==> src/hdl/fbpa_pkg.sv <==
// ----------------------------------------------------------------------------
// fbpa_pkg
// shared types, codes and constants of the fixed-size block pool allocator
// ----------------------------------------------------------------------------
`default_nettype none

package fbpa_pkg;

    // default pool capacity in blocks
    localparam int MAX_BLOCKS_DEF = 256;

    // field widths
    localparam int ADDR_W  = 32;
    localparam int HEAP_W  = 25;
    localparam int BLK_W   = 16;
    localparam int ALIGN_W = 4;
    localparam int UNIT_W  = 17;
    localparam int CMD_W   = 2;
    localparam int STS_W   = 2;
    localparam int PADDR_W = 4;
    localparam int PDATA_W = 32;
    localparam int REG_W   = 2;

    // divider widths
    localparam int DVD_W = 32;
    localparam int DVS_W = UNIT_W;

    // commands
    localparam logic [CMD_W-1:0] CMD_ALLOC = 2'd0;
    localparam logic [CMD_W-1:0] CMD_FREE  = 2'd1;
    localparam logic [CMD_W-1:0] CMD_CLEAR = 2'd2;
    localparam logic [CMD_W-1:0] CMD_NOP   = 2'd3;

    // result status codes
    localparam logic [STS_W-1:0] STS_OK       = 2'd0;
    localparam logic [STS_W-1:0] STS_EMPTY    = 2'd1;
    localparam logic [STS_W-1:0] STS_BAD_FREE = 2'd2;
    localparam logic [STS_W-1:0] STS_NO_BLOCK = 2'd3;

    // register indexes
    localparam logic [REG_W-1:0] REG_HEAP_ADDRESS = 2'd0;
    localparam logic [REG_W-1:0] REG_HEAP_BYTES   = 2'd1;
    localparam logic [REG_W-1:0] REG_BLOCK_BYTES  = 2'd2;
    localparam logic [REG_W-1:0] REG_ALIGN_LOG2   = 2'd3;

    // register reset values
    localparam logic [ADDR_W-1:0]  RST_HEAP_ADDRESS = 32'd0;
    localparam logic [HEAP_W-1:0]  RST_HEAP_BYTES   = 25'd4096;
    localparam logic [BLK_W-1:0]   RST_BLOCK_BYTES  = 16'd64;
    localparam logic [ALIGN_W-1:0] RST_ALIGN_LOG2   = 4'd3;

    typedef struct packed {
        logic [ADDR_W-1:0]  heap_address;
        logic [HEAP_W-1:0]  heap_bytes;
        logic [BLK_W-1:0]   block_bytes;
        logic [ALIGN_W-1:0] align_log2;
    } t_cfg;

    typedef struct packed {
        logic             start;
        logic [DVD_W-1:0] dividend;
        logic [DVS_W-1:0] divisor;
    } t_div_req;

    typedef struct packed {
        logic             done;
        logic [DVD_W-1:0] quot;
        logic [DVS_W-1:0] rem;
    } t_div_rsp;

endpackage

`default_nettype wire

==> src/hdl/fbpa_ram.sv <==
// ----------------------------------------------------------------------------
// fbpa_ram
// generic single-write, single-read ram with registered read data
// ----------------------------------------------------------------------------
`default_nettype none

module fbpa_ram #(
    parameter int WIDTH = 9,
    parameter int DEPTH = 256,
    localparam int AW = (DEPTH > 1) ? $clog2(DEPTH) : 1
) (
    input  wire logic             i_clk,
    input  wire logic             i_we,
    input  wire logic [AW-1:0]    i_waddr,
    input  wire logic [WIDTH-1:0] i_wdata,
    input  wire logic [AW-1:0]    i_raddr,
    output logic      [WIDTH-1:0] o_rdata
);

    logic [WIDTH-1:0] r_mem [DEPTH];

    always_ff @(posedge i_clk) begin
        if (i_we) begin
            r_mem[i_waddr] <= i_wdata;
        end
        o_rdata <= r_mem[i_raddr];
    end

endmodule

`default_nettype wire

==> src/hdl/fbpa_div.sv <==
// ----------------------------------------------------------------------------
// fbpa_div
// restoring divider, one quotient bit per cycle
// ----------------------------------------------------------------------------
`default_nettype none

module fbpa_div import fbpa_pkg::*; (
    input  wire logic     i_clk,
    input  wire logic     i_rst_n,
    input  wire t_div_req i_req,
    output t_div_rsp      o_rsp
);

    localparam int CNT_W = $clog2(DVD_W);

    logic             r_busy,  n_busy;
    logic             r_done,  n_done;
    logic [CNT_W-1:0] r_cnt,   n_cnt;
    logic [DVD_W-1:0] r_quot,  n_quot;
    logic [DVS_W-1:0] r_rem,   n_rem;
    logic [DVS_W-1:0] r_dvsr,  n_dvsr;

    logic [DVS_W:0]   w_shift;
    logic             w_ge;
    logic [DVS_W:0]   w_diff;

    assign w_shift = {r_rem, r_quot[DVD_W-1]};
    assign w_ge    = (w_shift >= {1'b0, r_dvsr});
    assign w_diff  = w_shift - {1'b0, r_dvsr};

    always_comb begin
        n_busy = r_busy;
        n_done = 1'b0;
        n_cnt  = r_cnt;
        n_quot = r_quot;
        n_rem  = r_rem;
        n_dvsr = r_dvsr;
        if (r_busy) begin
            // partial remainder stays below the divisor
            n_rem  = w_ge ? w_diff[DVS_W-1:0] : w_shift[DVS_W-1:0];
            n_quot = {r_quot[DVD_W-2:0], w_ge};
            n_cnt  = r_cnt + CNT_W'(1);
            if (r_cnt == CNT_W'(DVD_W - 1)) begin
                n_busy = 1'b0;
                n_done = 1'b1;
            end
        end else if (i_req.start) begin
            n_busy = 1'b1;
            n_cnt  = '0;
            n_quot = i_req.dividend;
            n_rem  = '0;
            n_dvsr = i_req.divisor;
        end
    end

    always_ff @(posedge i_clk) begin
        if (!i_rst_n) begin
            r_busy <= 1'b0;
            r_done <= 1'b0;
            r_cnt  <= '0;
        end else begin
            r_busy <= n_busy;
            r_done <= n_done;
            r_cnt  <= n_cnt;
        end
        r_quot <= n_quot;
        r_rem  <= n_rem;
        r_dvsr <= n_dvsr;
    end

    assign o_rsp.done = r_done;
    assign o_rsp.quot = r_quot;
    assign o_rsp.rem  = r_rem;

endmodule

`default_nettype wire

==> src/hdl/fbpa_regs.sv <==
// ----------------------------------------------------------------------------
// fbpa_regs
// apb configuration registers of the pool allocator
// ----------------------------------------------------------------------------
`default_nettype none

module fbpa_regs import fbpa_pkg::*; (
    input  wire logic               i_clk,
    input  wire logic               i_rst_n,
    input  wire logic               psel,
    input  wire logic               penable,
    input  wire logic               pwrite,
    input  wire logic [PADDR_W-1:0] paddr,
    input  wire logic [PDATA_W-1:0] pwdata,
    output logic      [PDATA_W-1:0] prdata,
    output logic                    pready,
    output t_cfg                    o_cfg
);

    t_cfg             r_cfg;
    logic             w_wr;
    logic [REG_W-1:0] w_idx;

    assign pready = 1'b1;
    assign w_idx  = paddr[PADDR_W-1:2];
    assign w_wr   = psel && penable && pwrite;

    always_ff @(posedge i_clk) begin
        if (!i_rst_n) begin
            r_cfg.heap_address <= RST_HEAP_ADDRESS;
            r_cfg.heap_bytes   <= RST_HEAP_BYTES;
            r_cfg.block_bytes  <= RST_BLOCK_BYTES;
            r_cfg.align_log2   <= RST_ALIGN_LOG2;
        end else if (w_wr) begin
            case (w_idx)
                REG_HEAP_ADDRESS: r_cfg.heap_address <= pwdata;
                REG_HEAP_BYTES:   r_cfg.heap_bytes   <= pwdata[HEAP_W-1:0];
                REG_BLOCK_BYTES:  r_cfg.block_bytes  <= pwdata[BLK_W-1:0];
                REG_ALIGN_LOG2:   r_cfg.align_log2   <= pwdata[ALIGN_W-1:0];
                default: ;
            endcase
        end
    end

    always_comb begin
        case (w_idx)
            REG_HEAP_ADDRESS: prdata = r_cfg.heap_address;
            REG_HEAP_BYTES:   prdata = PDATA_W'(r_cfg.heap_bytes);
            REG_BLOCK_BYTES:  prdata = PDATA_W'(r_cfg.block_bytes);
            REG_ALIGN_LOG2:   prdata = PDATA_W'(r_cfg.align_log2);
            default:          prdata = '0;
        endcase
    end

    assign o_cfg = r_cfg;

endmodule

`default_nettype wire

==> src/hdl/fixed_block_pool_allocator.sv <==
// ----------------------------------------------------------------------------
// fixed_block_pool_allocator
// fixed-size block pool with a lifo free list held in a separate link ram
// ----------------------------------------------------------------------------
//
//   channel   direction  handshake                 payload
//   input     in         i_in_valid / o_in_stall   i_cmd, i_free_address
//   output    out        o_out_valid / i_out_stall o_block_address, o_status,
//                                                  o_blocks_free
//   config    in         apb psel/penable/pready   paddr, pwdata, prdata
//
// allocate: link ram read, index times unit size, add to pool top
// free: the 32-step shared divider finds the block index and checks the
//   block boundary
// clear: the divider for the block count and then one link ram write per
//   entry to rebuild the ascending chain
// after reset the same rebuild runs with the reset register values, and no
//   input word is taken meanwhile
// a finished result sits in the output register; the next input word is
//   taken while it waits, but that word's result waits for the register
//
`default_nettype none

module fixed_block_pool_allocator import fbpa_pkg::*; #(
    parameter int MAX_BLOCKS = MAX_BLOCKS_DEF
) (
    input  wire logic                            i_clk,
    input  wire logic                            i_rst_n,
    // input words
    input  wire logic                            i_in_valid,
    output logic                                 o_in_stall,
    input  wire logic [CMD_W-1:0]                i_cmd,
    input  wire logic [ADDR_W-1:0]               i_free_address,
    // result words
    output logic                                 o_out_valid,
    input  wire logic                            i_out_stall,
    output logic      [ADDR_W-1:0]               o_block_address,
    output logic      [STS_W-1:0]                o_status,
    output logic      [$clog2(MAX_BLOCKS+1)-1:0] o_blocks_free,
    // configuration
    input  wire logic                            psel,
    input  wire logic                            penable,
    input  wire logic                            pwrite,
    input  wire logic [PADDR_W-1:0]              paddr,
    input  wire logic [PDATA_W-1:0]              pwdata,
    output logic      [PDATA_W-1:0]              prdata,
    output logic                                 pready
);

    // link width holds every index plus the null link
    localparam int LW = $clog2(MAX_BLOCKS + 1);
    // ram address width
    localparam int IW = (MAX_BLOCKS > 1) ? $clog2(MAX_BLOCKS) : 1;
    localparam int PW = LW + UNIT_W;
    localparam logic [LW-1:0] NULL_LINK = LW'(MAX_BLOCKS);
    localparam int SW = 4;

    // sequencer states
    localparam logic [SW-1:0] ST_IDLE   = 4'd0;
    localparam logic [SW-1:0] ST_ALLOC  = 4'd1;
    localparam logic [SW-1:0] ST_ALLOC2 = 4'd2;
    localparam logic [SW-1:0] ST_FDIV   = 4'd3;
    localparam logic [SW-1:0] ST_PREP1  = 4'd4;
    localparam logic [SW-1:0] ST_PREP2  = 4'd5;
    localparam logic [SW-1:0] ST_PREP3  = 4'd6;
    localparam logic [SW-1:0] ST_CDIV   = 4'd7;
    localparam logic [SW-1:0] ST_SWEEP  = 4'd8;
    localparam logic [SW-1:0] ST_EMIT   = 4'd9;

    t_cfg     w_cfg;
    t_div_req w_div_req;
    t_div_rsp w_div_rsp;

    // sequencer and pool state
    logic [SW-1:0]     r_state,      n_state;
    logic              r_quiet,      n_quiet;
    logic [LW-1:0]     r_head,       n_head;
    logic [LW-1:0]     r_count,      n_count;
    logic [LW-1:0]     r_total,      n_total;
    logic [ADDR_W-1:0] r_top,        n_top;
    logic              r_top_ovf,    n_top_ovf;
    logic [UNIT_W-1:0] r_unit,       n_unit;
    logic [15:0]       r_pad,        n_pad;
    logic              r_ok,         n_ok;
    logic [IW-1:0]     r_idx,        n_idx;
    logic [PW-1:0]     r_prod,       n_prod;
    logic [ADDR_W-1:0] r_res_addr,   n_res_addr;
    logic [STS_W-1:0]  r_res_status, n_res_status;

    // output register
    logic              r_out_valid,  n_out_valid;
    logic [ADDR_W-1:0] r_out_addr,   n_out_addr;
    logic [STS_W-1:0]  r_out_status, n_out_status;
    logic [LW-1:0]     r_out_free,   n_out_free;

    // link ram ports
    logic          w_we;
    logic [IW-1:0] w_waddr;
    logic [LW-1:0] w_wdata;
    logic [LW-1:0] w_rdata;

    // datapath helpers
    logic              w_accept;
    logic [15:0]       w_align_m1;
    logic [ADDR_W:0]   w_top33;
    logic [UNIT_W-1:0] w_unit;
    logic [ADDR_W:0]   w_pad33;
    logic [HEAP_W-1:0] w_room;
    logic [ADDR_W:0]   w_space;
    logic [HEAP_W-1:0] w_room_c;
    logic [ADDR_W-1:0] w_off;
    logic              w_free_ok;
    logic [LW-1:0]     w_chain;
    logic [PW-1:0]     w_prod;

    fbpa_regs u_regs (
        .i_clk   (i_clk),
        .i_rst_n (i_rst_n),
        .psel    (psel),
        .penable (penable),
        .pwrite  (pwrite),
        .paddr   (paddr),
        .pwdata  (pwdata),
        .prdata  (prdata),
        .pready  (pready),
        .o_cfg   (w_cfg)
    );

    fbpa_div u_div (
        .i_clk   (i_clk),
        .i_rst_n (i_rst_n),
        .i_req   (w_div_req),
        .o_rsp   (w_div_rsp)
    );

    fbpa_ram #(
        .WIDTH (LW),
        .DEPTH (MAX_BLOCKS)
    ) u_links (
        .i_clk   (i_clk),
        .i_we    (w_we),
        .i_waddr (w_waddr),
        .i_wdata (w_wdata),
        .i_raddr (r_head[IW-1:0]),
        .o_rdata (w_rdata)
    );

    assign o_in_stall = (r_state != ST_IDLE);
    assign w_accept   = i_in_valid && !o_in_stall;

    // rebuild step one: round heap address and block size up to the alignment
    assign w_align_m1 = (16'd1 << w_cfg.align_log2) - 16'd1;
    assign w_top33    = ({1'b0, w_cfg.heap_address} + (ADDR_W+1)'(w_align_m1))
                        & ~((ADDR_W+1)'(w_align_m1));
    assign w_unit     = (UNIT_W'(w_cfg.block_bytes) + UNIT_W'(w_align_m1))
                        & ~(UNIT_W'(w_align_m1));

    // rebuild step two: alignment pad in front of the pool
    assign w_pad33 = {r_top_ovf, r_top} - {1'b0, w_cfg.heap_address};

    // rebuild step three: room left, clipped to the end of the address space
    assign w_room   = w_cfg.heap_bytes - HEAP_W'(r_pad);
    assign w_space  = {1'b1, {ADDR_W{1'b0}}} - {1'b0, r_top};
    assign w_room_c = ((ADDR_W+1)'(w_room) > w_space) ? w_space[HEAP_W-1:0] : w_room;

    // free precheck; boundary and range come from the divider
    assign w_off     = i_free_address - r_top;
    assign w_free_ok = (r_total != '0) && (r_count < r_total) && (i_free_address >= r_top);

    // ascending chain value of the entry being swept
    assign w_chain = ((LW'(r_idx) + LW'(1)) < r_total) ? (LW'(r_idx) + LW'(1)) : NULL_LINK;

    assign w_prod = {{UNIT_W{1'b0}}, r_head} * {{LW{1'b0}}, r_unit};

    always_comb begin
        n_state      = r_state;
        n_quiet      = r_quiet;
        n_head       = r_head;
        n_count      = r_count;
        n_total      = r_total;
        n_top        = r_top;
        n_top_ovf    = r_top_ovf;
        n_unit       = r_unit;
        n_pad        = r_pad;
        n_ok         = r_ok;
        n_idx        = r_idx;
        n_prod       = r_prod;
        n_res_addr   = r_res_addr;
        n_res_status = r_res_status;

        // result register drains when taken
        n_out_valid  = r_out_valid && i_out_stall;
        n_out_addr   = r_out_addr;
        n_out_status = r_out_status;
        n_out_free   = r_out_free;

        w_div_req.start    = 1'b0;
        w_div_req.dividend = w_off;
        w_div_req.divisor  = r_unit;

        w_we    = 1'b0;
        w_waddr = r_idx;
        w_wdata = w_chain;

        case (r_state)
            ST_IDLE: begin
                if (w_accept) begin
                    n_res_addr   = '0;
                    n_res_status = STS_OK;
                    case (i_cmd)
                        CMD_ALLOC: begin
                            if (r_count == '0 || r_head >= NULL_LINK) begin
                                n_res_status = STS_EMPTY;
                                n_state      = ST_EMIT;
                            end else begin
                                n_state = ST_ALLOC;
                            end
                        end
                        CMD_FREE: begin
                            if (i_free_address == '0) begin
                                // zero address frees nothing
                                n_state = ST_EMIT;
                            end else if (w_free_ok) begin
                                w_div_req.start = 1'b1;
                                n_state         = ST_FDIV;
                            end else begin
                                n_res_status = STS_BAD_FREE;
                                n_state      = ST_EMIT;
                            end
                        end
                        CMD_CLEAR: begin
                            n_state = ST_PREP1;
                        end
                        default: begin
                            n_state = ST_EMIT;
                        end
                    endcase
                end
            end
            ST_ALLOC: begin
                // link ram read of the head is under way
                n_prod  = w_prod;
                n_state = ST_ALLOC2;
            end
            ST_ALLOC2: begin
                n_res_addr = r_top + ADDR_W'(r_prod);
                n_head     = w_rdata;
                n_count    = r_count - LW'(1);
                n_state    = ST_EMIT;
            end
            ST_FDIV: begin
                if (w_div_rsp.done) begin
                    if (w_div_rsp.rem == '0 && w_div_rsp.quot < DVD_W'(r_total)) begin
                        // push the block in front of the old head
                        w_we    = 1'b1;
                        w_waddr = w_div_rsp.quot[IW-1:0];
                        w_wdata = r_head;
                        n_head  = w_div_rsp.quot[LW-1:0];
                        n_count = r_count + LW'(1);
                    end else begin
                        n_res_status = STS_BAD_FREE;
                    end
                    n_state = ST_EMIT;
                end
            end
            ST_PREP1: begin
                n_top     = w_top33[ADDR_W-1:0];
                n_top_ovf = w_top33[ADDR_W];
                n_unit    = w_unit;
                n_state   = ST_PREP2;
            end
            ST_PREP2: begin
                n_pad   = w_pad33[15:0];
                n_ok    = (w_pad33 < (ADDR_W+1)'(w_cfg.heap_bytes)) && (r_unit != '0)
                          && !r_top_ovf;
                n_state = ST_PREP3;
            end
            ST_PREP3: begin
                if (r_ok) begin
                    w_div_req.start    = 1'b1;
                    w_div_req.dividend = DVD_W'(w_room_c);
                    n_state            = ST_CDIV;
                end else begin
                    // heap holds no block
                    n_total = '0;
                    n_count = '0;
                    n_head  = NULL_LINK;
                    n_idx   = '0;
                    n_state = ST_SWEEP;
                end
            end
            ST_CDIV: begin
                if (w_div_rsp.done) begin
                    if (w_div_rsp.quot > DVD_W'(MAX_BLOCKS)) begin
                        n_total = NULL_LINK;
                        n_count = NULL_LINK;
                    end else begin
                        n_total = w_div_rsp.quot[LW-1:0];
                        n_count = w_div_rsp.quot[LW-1:0];
                    end
                    n_head  = (w_div_rsp.quot == '0) ? NULL_LINK : '0;
                    n_idx   = '0;
                    n_state = ST_SWEEP;
                end
            end
            ST_SWEEP: begin
                w_we  = 1'b1;
                n_idx = r_idx + IW'(1);
                if (r_idx == IW'(MAX_BLOCKS - 1)) begin
                    n_res_addr   = '0;
                    n_res_status = (r_total == '0) ? STS_NO_BLOCK : STS_OK;
                    if (r_quiet) begin
                        // rebuild after reset gives no result
                        n_quiet = 1'b0;
                        n_state = ST_IDLE;
                    end else begin
                        n_state = ST_EMIT;
                    end
                end
            end
            ST_EMIT: begin
                if (!r_out_valid || !i_out_stall) begin
                    n_out_valid  = 1'b1;
                    n_out_addr   = r_res_addr;
                    n_out_status = r_res_status;
                    n_out_free   = r_count;
                    n_state      = ST_IDLE;
                end
            end
            default: begin
                n_state = ST_IDLE;
            end
        endcase
    end

    always_ff @(posedge i_clk) begin
        if (!i_rst_n) begin
            r_state     <= ST_PREP1;
            r_quiet     <= 1'b1;
            r_out_valid <= 1'b0;
            r_head      <= NULL_LINK;
            r_count     <= '0;
            r_total     <= '0;
        end else begin
            r_state     <= n_state;
            r_quiet     <= n_quiet;
            r_out_valid <= n_out_valid;
            r_head      <= n_head;
            r_count     <= n_count;
            r_total     <= n_total;
        end
        r_top        <= n_top;
        r_top_ovf    <= n_top_ovf;
        r_unit       <= n_unit;
        r_pad        <= n_pad;
        r_ok         <= n_ok;
        r_idx        <= n_idx;
        r_prod       <= n_prod;
        r_res_addr   <= n_res_addr;
        r_res_status <= n_res_status;
        r_out_addr   <= n_out_addr;
        r_out_status <= n_out_status;
        r_out_free   <= n_out_free;
    end

    assign o_out_valid     = r_out_valid;
    assign o_block_address = r_out_addr;
    assign o_status        = r_out_status;
    assign o_blocks_free   = r_out_free;

endmodule

`default_nettype wire

==> config.mk <==
export PLATFORM = sky130hd
export DESIGN_NAME = fixed_block_pool_allocator
export DESIGN_NICKNAME = d
export VERILOG_FILES = /design/src/hdl/fbpa_pkg.sv /design/src/hdl/fbpa_ram.sv /design/src/hdl/fbpa_div.sv /design/src/hdl/fbpa_regs.sv /design/src/hdl/fixed_block_pool_allocator.sv
export SDC_FILE = /design/constraint.sdc
export NUM_CORES = 2
export LEC_CHECK = 0
export ABC_AREA = 1
export BUFFER_PORTS_ARGS = -buffer_cell sky130_fd_sc_hd__buf_2
export CAP_MARGIN = 0
export CELL_PAD_IN_SITES_DETAIL_PLACEMENT = 1
export CELL_PAD_IN_SITES_GLOBAL_PLACEMENT = 1
export CORE_ASPECT_RATIO = 0.75
export CORE_MARGIN = 2
export CORE_UTILIZATION = 51
export DETAILED_ROUTE_END_ITERATION = 8
export HOLD_SLACK_MARGIN = 0.15
export PLACE_DENSITY = 0.84
export SLEW_MARGIN = 20
export SYNTH_ARGS = -nofsm -noshare
export SYNTH_HDL_FRONTEND = slang
export SYNTH_SLANG_ARGS = --single-unit
==> constraint.sdc <==
create_clock -name i_clk -period 15.2 [get_ports i_clk]
set_clock_uncertainty 0.1 [all_clocks]
set_input_delay 1.52 -clock i_clk [delete_from_list [all_inputs] [get_ports i_clk]]
set_output_delay 1.52 -clock i_clk [all_outputs]
set_load 0.02 [all_outputs]
Word-level counts from Yosys, hierarchy flattened

Memory sizes are Yosys's and may differ from the RTL's. A register that Yosys moved wholly into a read port is not among the register bits.
Index checks and enable logic that the tools add are counted.

Logic and storage cells: 204
Bits of input ports: 77
Output and inout port bits: 78
RAM bits: 2,304
Memories: 1
Bits in registers: 361

Memory list:

| memory        | depth | width | read ports | clocked after memory_dff | wr ports | RTL line       | source |
|---|---|---|---|---|---|---|---|
| u_links.r_mem | 256   | 9     | 1          | 1                        | 1        | fbpa_ram.sv:20 | `logic [WIDTH-1:0] r_mem [DEPTH];` |

Reductions and logical operators: 46
Shift operators: 1
Muxes and demuxes: 75
Multipliers: 1
Equality and inequality tests: 24
Add/sub/neg operators: 14
Magnitude comparators: 9
Bitwise operators: 5

Operators by type and width:

| cell                   | number |
|---|---|
| $mux 32                | 5 |
| $pmux 32 s4            | 1 |
| $mux 9                 | 14 |
| $pmux 32 s3            | 1 |
| $pmux 9 s4             | 2 |
| $logic_not 32->1       | 2 |
| $mux 17                | 3 |
| $mux 4                 | 10 |
| $mux 8                 | 5 |
| $pmux 4 s10            | 1 |
| $add 32x16->33         | 1 |
| $and 33x33->33         | 1 |
| $gt 25x33->1           | 1 |
| $lt 33x25->1           | 1 |
| $mux 33                | 1 |
| $not 16->33            | 1 |
| $sub 33x32->33         | 1 |
| $sub 33x32->33 const A | 1 |
| $add 32x26->32         | 1 |
| $ge 32x32->1           | 1 |
| $gt 32x9->1 const B    | 1 |
| $lt 32x9->1            | 1 |
| $sub 32x32->32         | 1 |
| $mul 9x17->26          | 1 |
| other kinds (51)       | 117 |

Longest topological paths before layout

Depth after elaboration: 10
Gate-level depth with buffers: 28
Mapped depth without buffers: 27

Hierarchy

From an unflattened synthesis, not the netlist that was laid out.

Cells, all modules: 12,317
Area total of the unflattened synthesis: 126,193.5 um2

By module, submodules not included:

| module                     | cells each | area each (um2) | sequential area each (um2) | times used |
|---|---|---|---|---|
| fbpa_ram                   | 7,826      | 93,519.7        | 69,366.5                   | 1 |
| fixed_block_pool_allocator | 3,396      | 24,750.0        | 6,005.8                    | 1 |
| fbpa_div                   | 533        | 4,327.9         | 2,122.0                    | 1 |
| fbpa_regs                  | 562        | 3,595.9         | 1,541.5                    | 1 |

Least setup slack after synthesis

OpenSTA, ideal clock, no wires.

Kind: register -> register
Start: reg u_div.r_quot[7]
End: mem u_links.r_mem[0][1], data pin
Buffers on the path: 2
Required time: 12,912 ps
Stages on the path, launching flop included: 10
Arrival time: 11,578 ps
Clock period less this slack: 13,866 ps
Setup slack: 1,334 ps
Library setup time: 2,188 ps
Path through: edfxtp_1 > ha_1 > a21oi_1 > o21a_1 > nand2_1 > nand3_1 > nand3_2 > buf_2 > clkbuf_1 > o21ai_0

Longest elaborated chain between the ends: 5

Ends and longest elaborated chain:

| element                  | RTL line                          | source |
|---|---|---|
| start: declaration       | fbpa_div.sv:19                    | `logic [DVD_W-1:0] r_quot, n_quot;` |
| start signal: assignment | fbpa_div.sv:66                    | `r_quot <= n_quot;` |
| $lt 32x9->1              | fixed_block_pool_allocator.sv:253 | `if (w_div_rsp.rem == '0 && w_div_rsp.quot < DVD_W'(r_total)) begin` |
| $logic_and 1x1->1        | fixed_block_pool_allocator.sv:253 |  |
| $mux 9                   | fixed_block_pool_allocator.sv:253 |  |
| $mux 9                   | fixed_block_pool_allocator.sv:252 | `if (w_div_rsp.done) begin` |
| $mux 9                   | fixed_block_pool_allocator.sv:205 | `case (r_state)` |
| net u_links.i_wdata[1]   | fbpa_ram.sv:15                    | `input wire logic [WIDTH-1:0] i_wdata,` |
| end: declaration         | fbpa_ram.sv:20                    |  |

The timed path passes the listed nets, and every way through them passes these cells.

Worst setup path after layout

Start: reg u_div.r_quot[31]
End: mem u_links.r_mem[143][3], enable pin

Longest elaborated chain between the ends: 7
Elaborated cells between the ends (all ways): 10
Those cells by class: order compare (1); mux (8); reduce/logical (1)

Ends and longest elaborated chain:

| element                      | RTL line                          | source |
|---|---|---|
| $lt 32x9->1 (*)              | fixed_block_pool_allocator.sv:253 |  |
| $logic_and 1x1->1 (*)        | fixed_block_pool_allocator.sv:253 |  |
| $mux 1                       | fixed_block_pool_allocator.sv:253 |  |
| $mux 1                       | fixed_block_pool_allocator.sv:252 |  |
| $pmux 1 s2                   | fixed_block_pool_allocator.sv:205 |  |
| $mux 1                       | fbpa_ram.sv:23                    | `if (i_we) begin` |
| $mux 1 (implied by the code) | fbpa_ram.sv:24                    | `r_mem[i_waddr] <= i_wdata;` |

Every way passes the cells marked *; elsewhere a longest branch is shown, timed or not.

==> results_dict.tcl <==
set metrics [dict create \
    status "complete, no violations" \
    place.gp.congestion 0.978 \
    relSlewSlack_pct 10.0 \
    p_seq_share_pct 34.8 \
    syn_to_final_growth_pct 9.78 \
    path_cells "inv_1 > nand3_1 > nor2_1 > nand3_2 > nor2_4 > nand3_2 > nand2_2 > nand2_2 > nor2_4 > nand3_2 > nor2_1" \
    power_density_nw_per_um2 215 \
    rrSetupSlack_ns 8.73 \
    cts_buffers 272 \
    tightest_slew_ns 1.35 \
    avgSynthCellArea_um2 10.6 \
    grt_setup_unrepaired "no" \
    power_frac_comb_pct 42.2 \
    p_clk_share_pct 23.0 \
    routed_wl_mm 429 \
    cts_max_level 5 \
    r2r-start "u_div.r_quot[31]" \
    io_buffers 151 \
    cts_tree "yes" \
    drc 0 \
    synthArstFlopShare_pct 0 \
    finish.net_count 12000 \
    synth_common_cells "2548 x edfxtp_1, 1876 x nor2_1, 1595 x nand2_1" \
    synth_top_family_by_area "simple AND/OR/NAND/NOR gates" \
    critPathKind "flip-flop to flip-flop" \
    grt_pass1_vias 97700 \
    crit_required_ns 15.58 \
    clk_pin_slew_ns 0.06 \
    dieHeight_um 431 \
    post_cts_buffers 0 \
    yosysSeqAreaShare_pct 63.7 \
    clockBufferDepth 4 \
    min_to "o_block_address[7]" \
    start_kind "flip-flop" \
    antenna_found_initial 26 \
    crit_path_max_incr_delay_ns 1.27 \
    grt_pass1_wl_mm 629 \
    synthTopCellsByArea "edfxtp_1 62%, o21ai_0 6.0%, nor2_1 5.7%, nand2_1 4.8%, nand3_1 3.1%" \
    yosysTopAreaCell "edfxtp_1" \
    post_dp_cell_area_um2 127000 \
    die_width_um 573 \
    min_from "r_res_addr[7]" \
    ir_drop_v 0.000246 \
    r2r_end "u_links.r_mem[143][3]" \
    grt-ovfl-total 0 \
    fin_crit_sh_pct 42.5 \
    vias 95600 \
    cap_violations 0 \
    dp_hpwl_mm 271 \
    initial_utilization_pct 51.3 \
    reg2regPathDepth 11 \
    crit_top_cell "nand3_2" \
    core_area_um2 241000 \
    drt_iter0_markers 12400 \
    die-area_um2 247000 \
    drt-wirelength-per-cell_um 28.6 \
    cts_resized 0 \
    cp.arrival_ns 6.84 \
    synth_compound_area_share_pct 11.5 \
    row_count 156 \
    synthSimpleGateAreaFrac_pct 14.8 \
    hold_buffers 0 \
    finalHoldViolCount 0 \
    grt_usage_pct 33.8 \
    fillers 25400 \
    netSwitchingFraction_pct 43.4 \
    synthAdderAreaFrac_pct 4.71 \
    yosysMostFrequentCell "edfxtp_1" \
    crit_fanout 29 \
    setup_viol 0 \
    yosys.area.top_type_share_pct 61.7 \
    ant_nets 0 \
    setup_tns_ns 0 \
    ys_ff_latch 2674 \
    clkLatencyLatePin_ns 0.88 \
    slew_violations 0 \
    cp_slowest_cell "nor2_1" \
    synth_xor_area_share_pct 0.947 \
    pin_count 155 \
    ys_warn_count 0 \
    synth-edff-count 2548 \
    synth_mux_area_share_pct 0 \
    power.switching_w 0.0127 \
    syn_inst 11700 \
    p_int_w 0.0165 \
    design_area_um2 136000 \
    via_per_inst 6.38 \
    drtPass1Iterations 6 \
    cts.sinks 2674 \
    drive_gt1_share_pct 6.42 \
    synth_cell_types 55 \
    fmax_ghz 0.155 \
    cts-root-buf "clkbuf_16" \
    power.total_w 0.0292 \
    grt_max_degree 257 \
    hold_path_class "flip-flop to flip-flop" \
    critPathCaptureType "flip-flop" \
    netlist_area_um2 124000 \
    min_period_ns 6.47 \
    power.leakage_nw 49.3 \
    min_path_cells 0 \
    synth_flop_cell "edfxtp_1" \
]
[cell type report]
type | instances | area (um^2) | area share (%)
clock inverters | 151 | 1420 | 1.04
well taps | 3239 | 4050 | 2.98
multi-input cells | 7620 | 39900 | 29.3
flip-flops and latches | 2674 | 79100 | 58.1
diodes | 16 | 40.0 | 0.0294
repair buffers | 261 | 1800 | 1.33
inverters | 716 | 2730 | 2.00
clock buffers | 320 | 7110 | 5.23
[layout by cell type (no fill, tap or decap), types with 9 or more instances in the layout]
| cell | count |
|---|---|
| o21a_1 | 17 |
| clkbuf_1 | 42 |
| xnor2_1 | 27 |
| a31oi_1 | 16 |
| nand2_1 | 1593 |
| buf_2 | 151 |
| diode_2 | 16 |
| fa_1 | 114 |
| nand4_1 | 54 |
| o22ai_1 | 588 |
| nor2_1 | 1866 |
| bufinv_16 | 24 |
| o21bai_1 | 43 |
| buf_4 | 92 |
| nand3_2 | 14 |
| nor2_4 | 9 |
| a21o_1 | 19 |
| xor2_1 | 107 |
| a21boi_0 | 11 |
| nor2_2 | 22 |
| clkbuf_16 | 278 |
| nand3_1 | 762 |
| o221ai_1 | 12 |
| nor3_1 | 52 |
| nor4_1 | 26 |
| o21ai_0 | 1474 |
| nand2_2 | 27 |
| inv_1 | 695 |
| edfxtp_1 | 2548 |
| buf_12 | 14 |
| clkinv_2 | 41 |
| clkinv_1 | 66 |
| ha_1 | 284 |
| inv_6 | 17 |
| dfxtp_1 | 119 |
| a21oi_1 | 403 |
[through the flow]
stage | std cells | setup slack (ns) | hold WS (ns) | util, %
2_1_floorplan | 11700 | 1.33 | 0.300 | -
3_3_place_gp | 14500 | 9.05 | 0.304 | 52.8
3_5_place_dp | 14500 | 8.84 | 0.305 | 52.8
4_1_cts | 15000 | 8.63 | 0.310 | 56.3
5_1_grt | 15000 | 8.53 | 0.325 | 56.4
6_report | 15000 | 8.73 | 0.301 | 56.4
[power by group through the flow]
stage               Combinational [W]  Clock [W]  Sequential [W]
floorplan                     0.00746          0          0.0106
global placement               0.0111          0          0.0103
detailed placement             0.0118          0          0.0103
CTS                            0.0120    0.00672          0.0101
global route                   0.0133    0.00695          0.0102
finish                         0.0123    0.00671          0.0102
[worst max path at each step]
stage	slack (ns)	to	from	cells after the start
6_report	8.73	u_links.r_mem[143][3]	u_div.r_quot[31]	11
2_1_floorplan	1.33	u_links.r_mem[0][1]	u_div.r_quot[7]	9
3_5_place_dp	8.84	u_links.r_mem[133][3]	u_div.r_quot[31]	11
3_3_place_gp	9.05	u_links.r_mem[143][3]	u_div.r_quot[31]	11
4_1_cts	8.63	u_links.o_rdata[7]	r_head[0]	16
5_1_grt	8.53	u_links.o_rdata[7]	r_head[0]	16
[registers in the layout (all words and copies together), names as in the netlist, 5 cells and up]
| name | count |
|---|---|
| o_block_address | 32 |
| o_blocks_free | 9 |
| r_count | 9 |
| r_head | 9 |
| r_idx | 8 |
| r_pad | 16 |
| r_prod | 26 |
| r_res_addr | 32 |
| r_top | 32 |
| r_total | 9 |
| r_unit | 17 |
| u_div.r_cnt | 5 |
| u_div.r_dvsr | 17 |
| u_div.r_quot | 32 |
| u_div.r_rem | 17 |
| u_links.o_rdata | 9 |
| u_links.r_mem | 2304 |
| u_regs.o_cfg | 77 |
[cell families (layout without fill, tap and decap cells)]
logic type	count (synthesis)	in the layout
buf+inv	1372	1448
fa+ha+maj	398	398
xor+xnor	134	134
other cells	2	19
compound gates	2626	2626
simple gates	4459	4459
flops	2674	2674
[metal layers]
layer  GRT usage [%]  vias to the layer above  share of wire (%)
met5               0                        -              0.064
met3            8.40                      932                 11
met2            52.4                     5036                 45
li1                -                    41000                  -
met4            11.4                       34                3.4
met1            46.7                    48600                 40
[critical path: cells and delay by family, from the launching register on]
| kind | cells | cell delay [ns] |
|---|---|---|
| buf+inv | 1 | 0.43 |
| flops | 1 | 0.45 |
| simple gates | 10 | 5.06 |
(Power assumes the default switching activity.)
